File: src/hw/rtl/rfft_pkg.sv
// ----------------------------------------------------------------------------
// rfft_pkg
// types, constants and helper functions of the radix-2 fft core
// ----------------------------------------------------------------------------
package rfft_pkg;

    localparam int POINTS   = 64;
    localparam int ADDR_W   = 6;
    localparam int CNT_W    = 7;
    localparam int LG_W     = 3;
    localparam int SAMPLE_W = 16;
    localparam int DATA_W   = 24;
    localparam int POWER_W  = 48;
    localparam int TW_W     = 17;
    localparam int PROD_W   = DATA_W + TW_W;
    localparam int SUM_W    = PROD_W + 1;

    typedef enum logic [1:0] {
        STATUS_OK     = 2'd0,
        STATUS_LENGTH = 2'd1,
        STATUS_OVER   = 2'd2
    } status_t;

    typedef struct packed {
        logic signed [SAMPLE_W-1:0] sample;
        logic                       last;
    } in_word_t;

    typedef struct packed {
        logic signed [DATA_W-1:0] real_part;
        logic signed [DATA_W-1:0] imag_part;
        logic [POWER_W-1:0]       power;
        status_t                  status;
        logic                     final_bin;
    } out_word_t;

    typedef struct packed {
        logic [CNT_W-1:0] n;
        logic [LG_W-1:0]  lg;
        status_t          status;
    } frame_desc_t;

    typedef struct packed {
        logic                       en;
        logic [ADDR_W-1:0]          addr;
        logic signed [SAMPLE_W-1:0] data;
    } samp_wr_t;

    typedef struct packed {
        logic busy;
        logic load_done;
    } back_stat_t;

    typedef struct packed {
        logic signed [TW_W-1:0] c;
        logic signed [TW_W-1:0] s;
    } twiddle_t;

    function automatic logic signed [TW_W-1:0] quarter_cos(input logic [4:0] k);
        logic signed [TW_W-1:0] v;
        case (k)
            5'd0:    v = 17'sd32768;
            5'd1:    v = 17'sd32610;
            5'd2:    v = 17'sd32138;
            5'd3:    v = 17'sd31357;
            5'd4:    v = 17'sd30274;
            5'd5:    v = 17'sd28899;
            5'd6:    v = 17'sd27246;
            5'd7:    v = 17'sd25330;
            5'd8:    v = 17'sd23170;
            5'd9:    v = 17'sd20788;
            5'd10:   v = 17'sd18205;
            5'd11:   v = 17'sd15447;
            5'd12:   v = 17'sd12540;
            5'd13:   v = 17'sd9512;
            5'd14:   v = 17'sd6393;
            5'd15:   v = 17'sd3212;
            default: v = 17'sd0;
        endcase
        return v;
    endfunction

    function automatic twiddle_t tw_lookup(input logic [4:0] k);
        twiddle_t t;
        if (k <= 5'd16) begin
            t.c = quarter_cos(k);
            t.s = quarter_cos(5'd16 - k);
        end else begin
            t.c = -quarter_cos(5'd0 - k);
            t.s = quarter_cos(k - 5'd16);
        end
        return t;
    endfunction

    function automatic logic [LG_W-1:0] log2_of(input logic [CNT_W-1:0] n);
        logic [LG_W-1:0] lg;
        lg = '0;
        for (int b = 0; b < CNT_W; b++) begin
            if (n[b]) begin
                lg = LG_W'(b);
            end
        end
        return lg;
    endfunction

    function automatic logic [ADDR_W-1:0] bit_rev(input logic [ADDR_W-1:0] i,
                                                   input logic [LG_W-1:0] lg);
        logic [ADDR_W-1:0] r;
        for (int b = 0; b < ADDR_W; b++) begin
            r[b] = i[ADDR_W-1-b];
        end
        return r >> (LG_W'(ADDR_W) - lg);
    endfunction

endpackage

File: src/hw/rtl/rfft_queue.sv
// ----------------------------------------------------------------------------
// rfft_queue
// two-entry frame descriptor queue between front and back
// ----------------------------------------------------------------------------
module rfft_queue
    import rfft_pkg::*;
(
    input  logic        aclk,
    input  logic        aresetn,
    input  logic        push,
    input  frame_desc_t push_data,
    output logic        full,
    input  logic        pop,
    output logic        not_empty,
    output frame_desc_t pop_data
);

    frame_desc_t entry_reg [2];
    logic        wr_ptr_reg, wr_ptr_next;
    logic        rd_ptr_reg, rd_ptr_next;
    logic [1:0]  fill_reg, fill_next;

    assign full      = fill_reg == 2'd2;
    assign not_empty = fill_reg != 2'd0;
    assign pop_data  = entry_reg[rd_ptr_reg];

    always_comb begin
        wr_ptr_next = wr_ptr_reg ^ push;
        rd_ptr_next = rd_ptr_reg ^ pop;
        fill_next   = fill_reg + {1'b0, push} - {1'b0, pop};
    end

    always_ff @(posedge aclk) begin
        if (!aresetn) begin
            wr_ptr_reg <= 1'b0;
            rd_ptr_reg <= 1'b0;
            fill_reg   <= 2'd0;
        end else begin
            wr_ptr_reg <= wr_ptr_next;
            rd_ptr_reg <= rd_ptr_next;
            fill_reg   <= fill_next;
        end
    end

    always_ff @(posedge aclk) begin
        if (push) begin
            entry_reg[wr_ptr_reg] <= push_data;
        end
    end

endmodule

File: config.mk
export PLATFORM = sky130hd
export DESIGN_NAME = rfft_queue
export DESIGN_NICKNAME = d
export VERILOG_FILES = /design/src/hw/rtl/rfft_pkg.sv /design/src/hw/rtl/rfft_queue.sv
export SDC_FILE = /design/constraint.sdc
export NUM_CORES = 1
export LEC_CHECK = 0
export ABC_AREA = 1
export BUFFER_PORTS_ARGS = -buffer_cell sky130_fd_sc_hd__buf_2
export CAP_MARGIN = 20
export CORE_MARGIN = 2
export CORE_UTILIZATION = 54
export CTS_CLUSTER_SIZE = 14
export DETAILED_ROUTE_END_ITERATION = 7
export MAX_ROUTING_LAYER = met4
export PLACE_DENSITY_LB_ADDON = 0.2
export SETUP_SLACK_MARGIN = 0.15
export SLEW_MARGIN = 15
export SYNTH_ARGS = -nofsm -noshare
export SYNTH_HDL_FRONTEND = slang
export SYNTH_SLANG_ARGS = --single-unit
File: constraint.sdc
create_clock -name aclk -period 2.6 [get_ports aclk]
set_clock_uncertainty 0.15 [all_clocks]
set_input_delay 0.65 -clock aclk [delete_from_list [all_inputs] [get_ports aclk]]
set_output_delay 0.65 -clock aclk [all_outputs]
set_load 0.05 [all_outputs]
# ---- After elaboration in Yosys (flattened, before gate mapping)
# Memories as Yosys holds them, arrays and structs flattened. A register that Yosys moved wholly into a read port is not among the register bits.
# Cells that the tools add are included.
dict set report totals {
  ff_bits 4
  ram_bits 24
  wordCells 13
  mem_count 1
}
# memory words word_bits read_ports rd_clocked_by_memory_dff write_ports line
set memory_table {}
lappend memory_table {entry_reg 2 12 1 1 1 rfft_queue.sv:18} ;# frame_desc_t entry_reg [2];
dict set report classes {
  n_eq_ne 1
  bitwise_logic 2
  n_reduce_logical 1
  muxes 3
  add_sub_neg 2
}
# op n
set ops {}
lappend ops {{1-bit 2-to-1 mux} 3}
lappend ops {{2-bit by 1-bit adder with 2-bit output} 1}
lappend ops {{2-bit == test (second input constant)} 1}
lappend ops {{2-bit nonzero test} 1}
lappend ops {{2-bit by 1-bit subtractor with 2-bit output} 1}
lappend ops {{1-bit bitwise XOR} 2}

# ---- Logic depth before layout (Yosys ltp)
dict set report depth {
  word_depth 2
  mapped_depth 9
  depth_no_buf 9
}

# ---- Worst setup path after synthesis
# Ideal clock, no wire load.
dict set report synth_timing {
  path_type {register to output}
  from {register fill_reg[1]}
  to {output port full}
  path_slack_ns 0.794
  stages_incl_launch_ff 3
  required_ns 1.800
  arrival_ns 1.006
  path_cell_list {dfxtp_1 > inv_1 > nor2_1}
}
dict set report synth_between {
  elab_chain_cells 1
}
# element line
set synth_rtl {}
lappend synth_rtl {{start, declared} rfft_queue.sv:21} ;# logic [1:0] fill_reg, fill_next;
lappend synth_rtl {{start signal, assigned} rfft_queue.sv:41} ;# fill_reg <= fill_next;
lappend synth_rtl {{2-bit == test} rfft_queue.sv:23} ;# assign full = fill_reg == 2'd2;
lappend synth_rtl {{end, declared} rfft_queue.sv:12} ;# output logic full,
# No other way between the ends.

==> metrics.txt <==
yosys warns 0; RSZ-0062 raised after global routing false; initial core utilization 57.4%; initial antenna violation count 0; instance count of the mapped netlist 66; Final ANT Viol Nets 0; first-pass GRT wire length 2790 µm; worst rel slew slack 62.1%; Final Hold Violating Endpoints 0; DP HPWL 1270 µm; CP Launch Type flop; Hold Path Class in2reg; Overall Global Routing Usage 16.8%; share of cells above drive strength 1 45.6%; setup_tns 0 ns; PD cells 742 nW/µm²; Worst-Margin Slew 0.568 ns; Top-Level Pins 30; Post-CTS Hold Fix Bufs 0; Resize count post-CTS 0; Seq. cell area 821 µm²; Crit path arrival time 1.44 ns; die area 2490 µm²; flop and latch count out of synthesis 29; Worst EP required 1.80 ns; drt pass-1 iters 4; Max Clk Rate 446 MHz; die height 49.9 µm; CTS root buf clkbuf_4; worst skew pair latency 0.30 ns; Setup Fix Bufs, Post-CTS 0; crit end category primary output; Leak Pwr 0.588 nW; CORE AREA 1980 µm²; WHS 0.378 ns; Distinct cells, synth 12; number of flip-flops under the largest register name 24; vias in the first global route 628; status finished clean; initial DRC count 2; H-tree depth 2; vias per cell 4.73; min Tclk post-route 2.24 ns; CTS buffer count 5; GR Overflow Total 0; clock sinks 29; Seq/Total Area, Yosys 72.2%; maxcap violations 0; Post-Syn Area 1140 µm²; RD Place Congestion 0.626; routed wire length 1710 µm; Largest stage delay, worst path 0.37 ns; CP max FO 10; synthesized area per cell 17.2 µm²; Die Span X 49.9 µm; largest net degree at the start of global routing 13; peak supply drop 0.538 mV; DRC viols 0; number of diodes 0; fin. max-slew vios 0; detailed-route via count 615; endpoints failing setup 0; fin crit share 86.3%; critical path's slowest cell dfxtp_1; Cell Chain, Critical Path buf_4, mux2_4, buf_2; CTS tree yes; WL/cell 13.2 µm; layout overhead on the synthesized area 19.7%; Reg clk slew, reported paths 0.08 ns; syn_nets 86; Clock Tree Buf Depth 2; # nets final 122; Crit Path Category reg2out; FILL cells 145; area occupied by multi-input gates 279 µm²; Row Count 16; PortBufs 29
[cell families after synthesis]
group / count (synthesis) / synth area share, %
AOI/OAI and AO/OA: 1 / 0.440
xor gates and xnor gates: 1 / 0.770
adders and majority gates: 4 / 4.40
buffers and inverters: 8 / 3.30
DFF: 29 / 72.2
muxes: 12 / 15.2
and+or+nand+nor: 11 / 3.74
[final timing paths]
path / startpoint / endpoint / slack [ns] / depth (start not counted)
worst max-delay path: flop / pop_data[3] / 0.36 / 3
worst min-delay path: push_data[9] / entry_reg[0][9] / 0.38 / 1
worst max register to register: fill_reg[0] / fill_reg[1] / 1.16 / 8
worst min register to register: wr_ptr_reg / wr_ptr_reg / 0.39 / 3
[cells in the mapped netlist]
library cell	count	area (µm²)
buf_6	1	11.3
mux2_4	10	150
nand2_1	5	18.8
mux2_2	2	22.5
xnor2_1	1	8.76
nand3_1	1	5.00
nor2_1	5	18.8
ha_1	4	50.1
a21oi_1	1	5.00
inv_1	7	26.3
dfxtp_1	5	100
edfxtp_1	24	721
[placed cells by master (no fill, tap or decap)]
cell type | synthesis | routed
buf_4 | 0 | 1
nand2_1 | 5 | 5
nand3_1 | 1 | 1
edfxtp_1 | 24 | 24
clkinv_1 | 0 | 1
inv_1 | 7 | 7
clkbuf_4 | 0 | 5
clkbuf_1 | 0 | 2
nor2_1 | 5 | 5
a21oi_1 | 1 | 1
xnor2_1 | 1 | 1
mux2_2 | 2 | 2
mux2_4 | 10 | 10
dfxtp_1 | 5 | 5
ha_1 | 4 | 4
buf_2 | 0 | 29
[report_power, final]
group / total [mW] / internal, mW / switching (mW)
Combinational: 0.226 / 0.0730 / 0.153
Sequential: 0.549 / 0.538 / 0.0111
Clock: 0.234 / 0.104 / 0.130
Total: 1.01 / 0.715 / 0.295
[area by class of cell]
type                    instances  share of cell area [%]
clock buffers                   7                    3.31
clock inverters                 1                   0.276
inverters                       7                    1.93
multi-input cells              29                    20.5
flip-flops and latches         29                    60.3
well taps                      27                    2.48
repair buffers                 30                    11.2
[metal layers]
metal	GRT usage (%)	part of all wire [%]	wire, µm	vias up
li1	-	-	-	305
met1	16.2	38	643	289
met2	28.4	56	961	21
met3	8.48	6.4	109	0
met4	6.94	0	0	0
met5	-	0	0	-
[per-stage QoR]
stage                     utilization, %  total power [mW]  cells  cell area, µm²  worst slack [ns]
after floorplan                        -             0.737     66            1140             0.794
after global placement              66.2             0.780    122            1310             0.698
after detailed placement            66.2             0.789    122            1310             0.676
after CTS                           68.7              1.03    130            1360             0.329
after global routing                68.7              1.07    130            1360             0.279
final                               68.7              1.01    130            1360             0.357
[critical path: cells and delay by family, from the launching register on]
| family | cells | cell delay (ns) |
|---|---|---|
| buf+inv | 2 | 0.45 |
| flops | 1 | 0.37 |
| mux | 1 | 0.31 |
No activity file was read; power rests on OpenSTA's default activity.
