### config.mk
export PLATFORM = sky130hd
export DESIGN_NAME = rfft_front
export DESIGN_NICKNAME = d
export VERILOG_FILES = /design/src/hw/rtl/rfft_pkg.sv /design/src/hw/rtl/rfft_front.sv
export SDC_FILE = /design/constraint.sdc
export NUM_CORES = 1
export LEC_CHECK = 0
export ABC_AREA = 1
export BUFFER_PORTS_ARGS = -buffer_cell sky130_fd_sc_hd__buf_2
export CAP_MARGIN = 10
export CELL_PAD_IN_SITES_DETAIL_PLACEMENT = 1
export CELL_PAD_IN_SITES_GLOBAL_PLACEMENT = 1
export CORE_MARGIN = 2
export CORE_UTILIZATION = 28
export DETAILED_ROUTE_END_ITERATION = 8
export PLACE_DENSITY = 0.88
export SYNTH_ARGS = -nofsm -noshare
export SYNTH_HDL_FRONTEND = slang
export SYNTH_SLANG_ARGS = --single-unit
export TNS_END_PERCENT = 10
### constraint.sdc
create_clock -name aclk -period 5.7 [get_ports aclk]
set_input_delay 1.71 -clock aclk [delete_from_list [all_inputs] [get_ports aclk]]
set_output_delay 1.71 -clock aclk [all_outputs]
set_load 0.01 [all_outputs]
### src/hw/rtl/rfft_pkg.sv
// ----------------------------------------------------------------------------
// rfft_pkg
// types, constants and helper functions of the radix-2 fft core
// ----------------------------------------------------------------------------
package rfft_pkg;

    localparam int POINTS   = 64;
    localparam int ADDR_W   = 6;
    localparam int CNT_W    = 7;
    localparam int LG_W     = 3;
    localparam int SAMPLE_W = 16;
    localparam int DATA_W   = 24;
    localparam int POWER_W  = 48;
    localparam int TW_W     = 17;
    localparam int PROD_W   = DATA_W + TW_W;
    localparam int SUM_W    = PROD_W + 1;

    typedef enum logic [1:0] {
        STATUS_OK     = 2'd0,
        STATUS_LENGTH = 2'd1,
        STATUS_OVER   = 2'd2
    } status_t;

    typedef struct packed {
        logic signed [SAMPLE_W-1:0] sample;
        logic                       last;
    } in_word_t;

    typedef struct packed {
        logic signed [DATA_W-1:0] real_part;
        logic signed [DATA_W-1:0] imag_part;
        logic [POWER_W-1:0]       power;
        status_t                  status;
        logic                     final_bin;
    } out_word_t;

    typedef struct packed {
        logic [CNT_W-1:0] n;
        logic [LG_W-1:0]  lg;
        status_t          status;
    } frame_desc_t;

    typedef struct packed {
        logic                       en;
        logic [ADDR_W-1:0]          addr;
        logic signed [SAMPLE_W-1:0] data;
    } samp_wr_t;

    typedef struct packed {
        logic busy;
        logic load_done;
    } back_stat_t;

    typedef struct packed {
        logic signed [TW_W-1:0] c;
        logic signed [TW_W-1:0] s;
    } twiddle_t;

    function automatic logic signed [TW_W-1:0] quarter_cos(input logic [4:0] k);
        logic signed [TW_W-1:0] v;
        case (k)
            5'd0:    v = 17'sd32768;
            5'd1:    v = 17'sd32610;
            5'd2:    v = 17'sd32138;
            5'd3:    v = 17'sd31357;
            5'd4:    v = 17'sd30274;
            5'd5:    v = 17'sd28899;
            5'd6:    v = 17'sd27246;
            5'd7:    v = 17'sd25330;
            5'd8:    v = 17'sd23170;
            5'd9:    v = 17'sd20788;
            5'd10:   v = 17'sd18205;
            5'd11:   v = 17'sd15447;
            5'd12:   v = 17'sd12540;
            5'd13:   v = 17'sd9512;
            5'd14:   v = 17'sd6393;
            5'd15:   v = 17'sd3212;
            default: v = 17'sd0;
        endcase
        return v;
    endfunction

    function automatic twiddle_t tw_lookup(input logic [4:0] k);
        twiddle_t t;
        if (k <= 5'd16) begin
            t.c = quarter_cos(k);
            t.s = quarter_cos(5'd16 - k);
        end else begin
            t.c = -quarter_cos(5'd0 - k);
            t.s = quarter_cos(k - 5'd16);
        end
        return t;
    endfunction

    function automatic logic [LG_W-1:0] log2_of(input logic [CNT_W-1:0] n);
        logic [LG_W-1:0] lg;
        lg = '0;
        for (int b = 0; b < CNT_W; b++) begin
            if (n[b]) begin
                lg = LG_W'(b);
            end
        end
        return lg;
    endfunction

    function automatic logic [ADDR_W-1:0] bit_rev(input logic [ADDR_W-1:0] i,
                                                   input logic [LG_W-1:0] lg);
        logic [ADDR_W-1:0] r;
        for (int b = 0; b < ADDR_W; b++) begin
            r[b] = i[ADDR_W-1-b];
        end
        return r >> (LG_W'(ADDR_W) - lg);
    endfunction

endpackage

### src/hw/rtl/rfft_front.sv
// ----------------------------------------------------------------------------
// rfft_front
// takes sample words, fills the sample store and classifies each frame
// ----------------------------------------------------------------------------
module rfft_front
    import rfft_pkg::*;
(
    input  logic        aclk,
    input  logic        aresetn,
    input  logic        s_valid,
    output logic        s_ready,
    input  in_word_t    s_data,
    output samp_wr_t    samp_wr,
    output logic        q_push,
    output frame_desc_t q_data,
    input  logic        q_full,
    input  back_stat_t  back_stat
);

    logic [CNT_W-1:0] count_reg, count_next;
    logic             pend_reg, pend_next;
    logic             accept;
    logic             over;
    logic [CNT_W-1:0] n;

    assign s_ready = !pend_reg && !q_full;
    assign accept  = s_valid && s_ready;
    assign over    = count_reg >= CNT_W'(POINTS);
    assign n       = count_reg + CNT_W'(1);

    always_comb begin
        samp_wr.en   = accept && !over;
        samp_wr.addr = count_reg[ADDR_W-1:0];
        samp_wr.data = s_data.sample;

        q_push    = accept && s_data.last;
        q_data.n  = n;
        q_data.lg = log2_of(n);
        if (over) begin
            q_data.status = STATUS_OVER;
        end else if ((n & (n - CNT_W'(1))) != '0) begin
            q_data.status = STATUS_LENGTH;
        end else begin
            q_data.status = STATUS_OK;
        end

        count_next = count_reg;
        if (accept) begin
            if (s_data.last) begin
                count_next = '0;
            end else if (!over) begin
                count_next = n;
            end
        end

        pend_next = pend_reg;
        if (back_stat.load_done) begin
            pend_next = 1'b0;
        end
        if (q_push && q_data.status == STATUS_OK) begin
            pend_next = 1'b1;
        end
    end

    always_ff @(posedge aclk) begin
        if (!aresetn) begin
            count_reg <= '0;
            pend_reg  <= 1'b0;
        end else begin
            count_reg <= count_next;
            pend_reg  <= pend_next;
        end
    end

endmodule

Word level (Yosys, flattened, before mapping):

Index checks and enable logic that the tools add are counted.
Widths: inputs -> output; s select.

* bits in registers: 8
* bits in latches: 0
* RAM bits: 0
* bits in read-only memories: 0
* input bits: 23
* output and inout bits: 37
* word-level logic and storage cells: 31
* memories kept: 0

* add/sub/neg operators: 2
* $mul: 0
* div/mod/pow operators: 0
* magnitude comparators: 1
* eq/ne operators: 1
* shift operators: 0
* multiplexer cells: 12
* bitwise operators: 1
* reduce and logical (&&, ||, !) cells: 12

Operators by type and width (number)
* $mux 3: 5
* $mux 7: 2
* $add 7x1->7 const B: 1
* $and 7x7->7: 1
* $ge 7x7->1 const B: 1
* $reduce_bool 7->1: 1
* $sub 7x1->7 const B: 1
* $logic_and 1x1->1: 5
* $mux 1: 4
* $logic_not 1->1: 3
* $logic_not 2->1: 1
* $mux 2: 1
* $ne 2x2->1 const B: 1
* $reduce_and 2->1: 1
* $reduce_bool 2->1: 1

Longest topological paths before layout:

Gate-level depths: netlist of run 1.

* depth after elaboration: 9
* gate-level depth with buffers: 11
* depth with buffers taken out: 11

Worst setup path before layout of run 1:

Ideal clock, no wire load.

* path type: input port to output port
* start point: input q_full
* end point: output q_push
* data arrival time: 2.299 ns
* data required time: 3.990 ns
* slack: 1.691 ns
* cell stages on the path: 3
* path buffers: 0
* cells stage by stage: nor2_1 -> nand2_1 -> nor2_1

* word-level cells in the longest chain between the ends: 4

Ends and longest elaborated chain
* start, declared: RTL line rfft_front.sv:16 `input logic q_full,`
* $logic_not 1->1: RTL line rfft_front.sv:26 `assign s_ready = !pend_reg && !q_full;`
* $logic_and 1x1->1: RTL line rfft_front.sv:26
* $logic_and 1x1->1: RTL line rfft_front.sv:27 `assign accept = s_valid && s_ready;`
* $logic_and 1x1->1: RTL line rfft_front.sv:36 `q_push = accept && s_data.last;`
* end, declared: RTL line rfft_front.sv:14 `output logic q_push,`

No other way between the ends.

Final worst setup path of run 1:

Ends and elaborated chain as after synthesis.

==> results of run 1 <==
-- critical path, delay by kind of cell --
kind          cells  cell delay [ns]
buf+inv           2             0.26
simple gates      3             0.45
-- power breakdown --
part / switching [uW] / leakage (uW) / total (uW) / internal, uW
Sequential: 1.38 / 0.0000646 / 58.1 / 56.7
Clock: 21.4 / 0.0000138 / 45.6 / 24.2
Combinational: 10.6 / 0.000366 / 16.7 / 6.17
-- cell families after synthesis --
logic type | count (synthesis) | synth area share [%]
compound gates | 14 | 10.07
buf+inv | 43 | 30.22
xor+xnor | 1 | 1.037
simple gates | 60 | 33.78
flops | 8 | 18.96
fa+ha+maj | 4 | 5.926
-- cell type report --
cell class | instances | area share (%)
Multi-Input combinational cell | 79 | 50.81
Sequential cell | 8 | 18.96
Timing Repair Buffer | 26 | 15.41
Inverter | 17 | 7.556
Tap cell | 31 | 4.593
Clock buffer | 3 | 2.667
-- layer usage --
metal | vias to the layer above | GRT usage (%) | routed length, um
li1 | 391 | - | -
met1 | 372 | 14.69 | 874
met2 | 21 | 23.17 | 1094
met3 | 13 | 1.538 | 119
met4 | 0 | 8.117 | 63
met5 | - | 0 | 0
-- stage by stage --
step	cell area [um2]	instances
after detailed placement	822.0	161
after floorplan	844.6	130
after global placement	822.0	161
final	844.6	164
after CTS	844.6	164
after global routing	844.6	164
-- worst min path at each step --
stage / from / depth (start not counted) / end / slack [ns]
after floorplan: pend_reg / 2 / pend_reg / 0.46
after global placement: pend_reg / 2 / pend_reg / 0.47
after detailed placement: pend_reg / 2 / pend_reg / 0.47
after CTS: pend_reg / 2 / pend_reg / 0.48
after global routing: pend_reg / 2 / pend_reg / 0.51
final: pend_reg / 2 / pend_reg / 0.48
-- cells in the final DEF, fill, tap and decap left out, types with 3 or more instances in the layout --
master	n
clkbuf_4	3
nand4_1	4
nand2_1	26
buf_2	26
inv_1	16
nor2_1	15
nand2_2	4
nand3_1	5
ha_1	4
dfxtp_1	8
o21ai_0	3
a21oi_1	9
==> impl_metrics.toml, run 1 <==
[clocking]
cts_resized = 0
clk_latency_ns = 0.26
postCtsSetupBuffers = 0
htree_levels = 1
postCtsHoldBufs = 0
cts.sinks = 8
clock-root-buffer = "clkbuf_4"
numCtsBuffers = 3
cts_tree = "built"
cts_buffer_depth = 2
path_clk_slew_ns = 0.06

[run_status]
violations = "DRC"
outcome = "finished, violations left"

[power]
p_total_uw = 120.4
powerDensity_nw_per_um2 = 142.6
leakage_uw = 0.0004443
ir_drop_mv = 0.07040

[worst_setup_path]
arrival_ns = 2.43
reg2reg_slack_ns = 3.68
r2r_cells = 9
r2r_start = "count_reg[1]"
cp-start-kind = "input port"
worstReg2RegEnd = "pend_reg"
slowest_stage = "nor2_1"
worstPathCellList = "buf_2 -> nor2_1 -> nand2_1 -> nor2_1 -> buf_2"
crit_start = "q_full"
endpoint = "q_push"
crit_path_max_incr_delay_ns = 0.18
crit_fanout = 3
critPathCaptureType = "primary output"
cp.required_ns = 3.99
worstSetupPathType = "input port to primary output"

[sta]
setup_viol = 0
setup_slack_ns = 1.561
timing.fmax_mhz = 241.6
finalSetupTns_ns = 0
finalCritPeriodShare_pct = 72.62
finClkSkew_ns = 0.004806
hold_violations = 0
layout_min_cycle_time_ns = 4.139
rsz0062_at_grt = "false"
holdWs_ns = 0.4766
drv_slew = 0
tightest_slew_ns = 0.3877
max_slew_margin_pct = 74.06

[global_route]
grt_pass1_wl_um = 3484
grt_use_total_pct = 13.06
grt_overflow = 0
grt_max_degree = 10
antenna_found_initial = 0
first_global_vias = 793

[synth]
synthFlopType = "dfxtp_1"
synth.area.top_cells = "buf_4 (20%), dfxtp_1 (19%), nand2_1 (12%)"
syn-num-nets = 157
syn_area_um2 = 844.6
ys_top_cells_by_count = "nand2_1 (26), buf_4 (23), inv_1 (16)"
synth_top_area_share_pct = 20.44
yosys.area.top_type = "buf_4"
ys_async_sr_fraction_pct = 0
synth-edff-count = 0
ys_seq_elements = 8
syn_inst = 130
avgSynthCellArea_um2 = 6.497
ys_seq_area_share_pct = 18.96
ys_warn_count = 0
yosysUniqueCellTypes = 23
yosysMostFrequentCell = "nand2_1"

[layout]
num_antenna_cells = 0
post-route-util_pct = 30.11
layout-drive-gt1-share_pct = 30.08
regArea_um2 = 160.2
area_delta_synth_final_pct = 0
multi_input_area_um2 = 429.2
largest_register_ffs = 7
fillers = 380
nNetsFinal = 162

[routing]
drt-pass1-iter-count = 6
wl_per_cell_um = 13.12
drc = 4
via_count = 797
ant_nets = 0
drt_iter0_drc = 9
viasPerCell = 4.860
wirelength_um = 2152

[die]
ios = 60
die_x_um = 58.92
fp-row-count = 19
die_area_um2 = 3472
core_um2 = 2805
die_y_um = 58.92
start_util_pct = 30.11

[placement]
place_ws_ns = 1.568
dp_hpwl_um = 1751
io_buffers = 26
place_congestion = 0.7281

[run]
cap_viol_max_count = 0

[hold_path]
hold_path_class = "register to register"
Note: power is estimated with default switching activity, not from simulation.
==> run 2, diff against run 1 <==
CORE_UTILIZATION = 23   (was 28)
PLACE_DENSITY = 0.78   (was 0.88)
clock period = 3.7 ns   (was 5.7 ns; I/O delays follow)
==> run 2 against run 1 <==
  * Non-clock buffer count unchanged
  * Via count decreased by 6.0%
  * The run now ends clean
  * Wire length decreased by 9.6%
  * Total power increased by 83%
  * Register-to-register slack got worse by 2.0 ns
  * Sequential share of layout area decreased by 0.86 points
  * Clock power increased by 130%
  * Hold slack improved by 0.0035 ns
  * Critical path type is now register to primary output
  * Final area increased by 4.7%
  * Final cell count increased by 10%
==> impl_metrics.toml, run 2 (synthesis results as in run 1) <==
[clocking]
htree_levels = 1
cts.sinks = 8
cts_tree = "built"
path_clk_slew_ns = 0.04
clk_latency_ns = 0.23
postCtsSetupBuffers = 0
cts_resized = 0
clock-root-buffer = "clkbuf_8"
postCtsHoldBufs = 0
cts_buffer_depth = 2
numCtsBuffers = 3

[sta]
hold_violations = 0
drv_slew = 0
setup_slack_ns = 0.4499
max_slew_margin_pct = 75.13
finalSetupTns_ns = 0
finalCritPeriodShare_pct = 87.84
timing.fmax_mhz = 307.7
finClkSkew_ns = 0.0002241
rsz0062_at_grt = "false"
setup_viol = 0
tightest_slew_ns = 0.3717
layout_min_cycle_time_ns = 3.250

[worst_setup_path]
crit_fanout = 7
critPathCaptureType = "primary output"
cp-start-kind = "register"
worstSetupPathType = "register to primary output"
cp.required_ns = 2.59
arrival_ns = 2.14

[placement]
io_buffers = 26
place_congestion = 0.7309
place_ws_ns = 0.6440
dp_hpwl_um = 1592

[die]
fp-row-count = 22
die_area_um2 = 4173
die_x_um = 64.60
start_util_pct = 23.42
core_um2 = 3606
die_y_um = 64.60
ios = 60

[layout]
fillers = 470
layout_common_cells = "nand2_1 (26), buf_2 (26), inv_1 (16)"
largest_register_ffs = 7
num_antenna_cells = 0
layout-drive-gt1-share_pct = 30.08
regArea_um2 = 160.2
multi_input_area_um2 = 429.2
area_delta_synth_final_pct = 4.741
nNetsFinal = 162

[power]
powerDensity_nw_per_um2 = 249.3
ir_drop_mv = 0.1101
leakage_uw = 0.0004520

[routing]
drc = 0
wl_per_cell_um = 10.75
via_count = 749
wirelength_um = 1946
drt-pass1-iter-count = 2
drt_iter0_drc = 16
ant_nets = 0
viasPerCell = 4.138

[run]
cap_viol_max_count = 0

[run_status]
outcome = "complete, no violations"

[global_route]
first_global_vias = 771
grt_max_degree = 10
antenna_found_initial = 0
grt_pass1_wl_um = 3374
grt_overflow = 0
grt_use_total_pct = 10.22

[hold_path]
hold_path_class = "register to register"
run 2: cell count changes in the layout (fill, tap and decap cells not counted):
cell      before  now
clkbuf_4       3    0
clkbuf_8       0    3
run 2: final timing paths:
check                    to  cells past startpoint  slack, ns          from
setup / recovery  q_data[0]                     11       0.45  count_reg[0]
hold / removal     pend_reg                      2       0.48      pend_reg
setup reg to reg   pend_reg                     11       1.71  count_reg[0]
hold reg to reg    pend_reg                      2       0.48      pend_reg
run 2: per-layer routing:
metal,share of wire [%],GRT usage [%],vias up,wire length (um)
met5,0,0,-,0
met2,49,18.36,16,950
met4,0.51,5.319,0,10
li1,-,-,392,-
met3,5.5,1.563,2,107
met1,45,11.59,339,877
run 2: where the power goes:
part           switching, uW  internal (uW)
registers               2.11           87.8
logic                   16.3           9.49
clock network           34.4           70.5
total                   52.8            168
run 2: critical path: stages (launching register included):
cell	delay (ns)
dfxtp_1	0.50
inv_2	0.13
ha_1	0.39
nor2_2	0.14
inv_1	0.04
nor2_1	0.12
nand3_1	0.09
nand2_1	0.06
nand3_1	0.08
nor2_1	0.17
nor2_1	0.05
buf_2	0.14
run 2: area by class of cell:
class | instances | area share (%)
clock buffer | 3 | 4.668
inverter | 17 | 7.214
multi-input combinational | 79 | 48.51
sequential | 8 | 18.10
tap | 48 | 6.789
timing repair buffer | 26 | 14.71
run 2: metrics by stage:
| step | instance area, um2 | hold slack (ns) | utilization [%] | total power [uW] | instances |
|---|---|---|---|---|---|
| 3_3_place_gp | 843.3 | 0.4722 | 23.39 | 117.3 | 178 |
| 4_1_cts | 884.6 | 0.4818 | 24.53 | 223.9 | 181 |
| 6_report | 884.6 | 0.4801 | 24.53 | 220.5 | 181 |
| 3_5_place_dp | 843.3 | 0.4752 | 23.39 | 117.5 | 178 |
| 2_1_floorplan | 844.6 | 0.4556 | - | 125.0 | 130 |
| 5_1_grt | 884.6 | 0.5027 | 24.53 | 231.0 | 181 |
==> run 3, diff against run 2 <==
ABC_AREA = default   (was 1)
CORE_UTILIZATION = 28   (was 23)
PLACE_DENSITY = 0.82   (was 0.78)
clock period = 3.5 ns   (was 3.7 ns; I/O delays follow)
==> run 3 against run 2 <==
  * Synthesized area grew 11%
  * Synthesized cell count shrank 2.3%
  * Total power shrank 13%
  * Utilization grew 4.5 points
  * Largest power group is now registers
  * Global-route usage grew 3.6 points
==> impl_metrics.toml, run 3 <==
[synth]
synth-xor-area-share_pct = 8.112
syn_inst = 127
synth_top_family_by_area = "simple AND/OR/NAND/NOR gates"
yosys.area.top_type = "buf_4"
synth_fa_ha_area_share_pct = 5.319
ys_async_sr_fraction_pct = 0
synth-edff-count = 0
ys_top_cells_by_count = "buf_4 (24), nor2_1 (16), dfxtp_1 (8)"
ys_seq_elements = 8
yosysUniqueCellTypes = 38
synthFlopType = "dfxtp_1"
syn-num-nets = 154
ys_seq_area_share_pct = 17.02
synth-simple-area-share_pct = 25.80
avgSynthCellArea_um2 = 7.409
synth.area.top_cells = "buf_4 (19%), dfxtp_1 (17%), nor2_1 (6.4%)"
muxShareOfSynthArea_pct = 2.128
ys_warn_count = 0
synth-compound-area-share_pct = 17.02
syn_area_um2 = 940.9
yosysMostFrequentCell = "buf_4"
synth_top_area_share_pct = 19.15

[placement]
place_congestion = 0.8383
dp_hpwl_um = 1913
place_ws_ns = 0.3346
io_buffers = 26
dpl_cell_area_um2 = 919.6

[worst_setup_path]
crit_buf_inv = 1
worstPathCellList = "nand3_2 -> a31oi_1 -> o32ai_1 -> a311oi_1 -> nor3_2 -> nor2_1 -> buf_2"
worstSetupPathType = "register to primary output"
cp_top_family = "compound AO/OA/AOI/OAI gates"
critPathCaptureType = "primary output"
slowest_stage = "dfxtp_1"
cp.required_ns = 2.45
cp-start-kind = "register"
reg2reg_slack_ns = 1.39
crit_path_max_incr_delay_ns = 0.66
crit_fanout = 14
arrival_ns = 2.26

[die]
die_y_um = 61.97
ios = 60
die_area_um2 = 3840
core_um2 = 3284
start_util_pct = 28.65
fp-row-count = 21
die_x_um = 61.97

[routing]
via_count = 846
drt-pass1-iter-count = 2
viasPerCell = 4.919
ant_nets = 0
wl_per_cell_um = 13.83
wirelength_um = 2378
drt_iter0_drc = 7
drc = 0

[clocking]
clock-root-buffer = "clkbuf_4"
numCtsBuffers = 3
cts_buffer_depth = 2
clk_latency_ns = 0.26
cts_resized = 0
postCtsSetupBuffers = 0
path_clk_slew_ns = 0.05
cts_tree = "built"
postCtsHoldBufs = 0
htree_levels = 1
cts.sinks = 8

[sta]
hold_violations = 0
tightest_slew_ns = 0.5418
timing.fmax_mhz = 302.3
layout_min_cycle_time_ns = 3.307
max_slew_margin_pct = 63.83
setup_viol = 0
finClkSkew_ns = 0.001427
setup_slack_ns = 0.1925
drv_slew = 0
finalSetupTns_ns = 0
finalCritPeriodShare_pct = 94.50
rsz0062_at_grt = "false"

[hold_path]
hold_path_class = "register to register"

[global_route]
grt_pass1_wl_um = 3926
grt_use_total_pct = 13.86
grt_overflow = 0
grt_max_degree = 18
first_global_vias = 867
antenna_found_initial = 0

[run_status]
outcome = "complete, no violations"

[power]
ir_drop_mv = 0.1132
leakage_uw = 0.0004398
powerDensity_nw_per_um2 = 200.9

[layout]
final_area_um2 = 952.2
layout-drive-gt1-share_pct = 33.33
largest_register_ffs = 7
final_common_cell = "buf_2"
num_antenna_cells = 0
nNetsFinal = 155
area_delta_synth_final_pct = 1.197
layout_common_cells = "buf_2 (26), nor2_1 (16), o21ai_0 (7)"

[run]
cap_viol_max_count = 0
==> run 3: cell families (layout without fill, tap and decap cells) <==
group,Yosys count,after routing
mux,2,2
fa+ha+maj,4,4
xor+xnor,7,7
compound gates,25,25
flops,8,8
buf+inv,36,35
simple gates,45,45
==> run 3: worst paths after layout <==
path | from | to | cells after the start
worst min-delay path | pend_reg | pend_reg | 2
worst max-delay path | count_reg[3] | q_data[0] | 7
worst min register to register | pend_reg | pend_reg | 2
worst max register to register | count_reg[3] | pend_reg | 6
==> run 3: per-stage QoR <==
stage                     cells  total power [uW]  hold WS [ns]  utilization, %
after global placement      169             119.7        0.5681           28.00
after floorplan             127             128.7        0.5541               -
after global routing        172             202.5        0.6323           28.99
final                       172             191.3        0.5979           28.99
after detailed placement    169             120.7        0.5891           28.00
after CTS                   172             194.2        0.6019           28.69
==> run 3: worst reg2reg max path, delay by kind of cell (launching register included) <==
family | cells | cell delay [ns]
compound gates | 4 | 0.92
flops | 1 | 0.66
simple gates | 2 | 0.42
==> run 3: final cells by class <==
class | count | area, um2
Clock buffer | 3 | 22.52
Fill cell | 410 | 2332
Inverter | 6 | 22.52
Multi-Input combinational cell | 83 | 556.8
Sequential cell | 8 | 162.7
Tap cell | 46 | 57.56
Timing Repair Buffer | 26 | 130.1
==> run 3: per-layer routing <==
metal / wire, um / global-route usage (%) / vias up
met5: 0 / 0 / -
met4: 84 / 10.94 / 0
met3: 145 / 0.8282 / 13
met2: 1158 / 23.51 / 35
met1: 990 / 16.02 / 392
li1: - / - / 406
==> run 3: power by group <==
part / total [uW] / switching [uW] / internal, uW
clock network: 72.5 / 33.1 / 39.4
registers: 94.3 / 1.93 / 92.4
logic: 24.5 / 14.0 / 10.4
total: 191 / 49.1 / 142
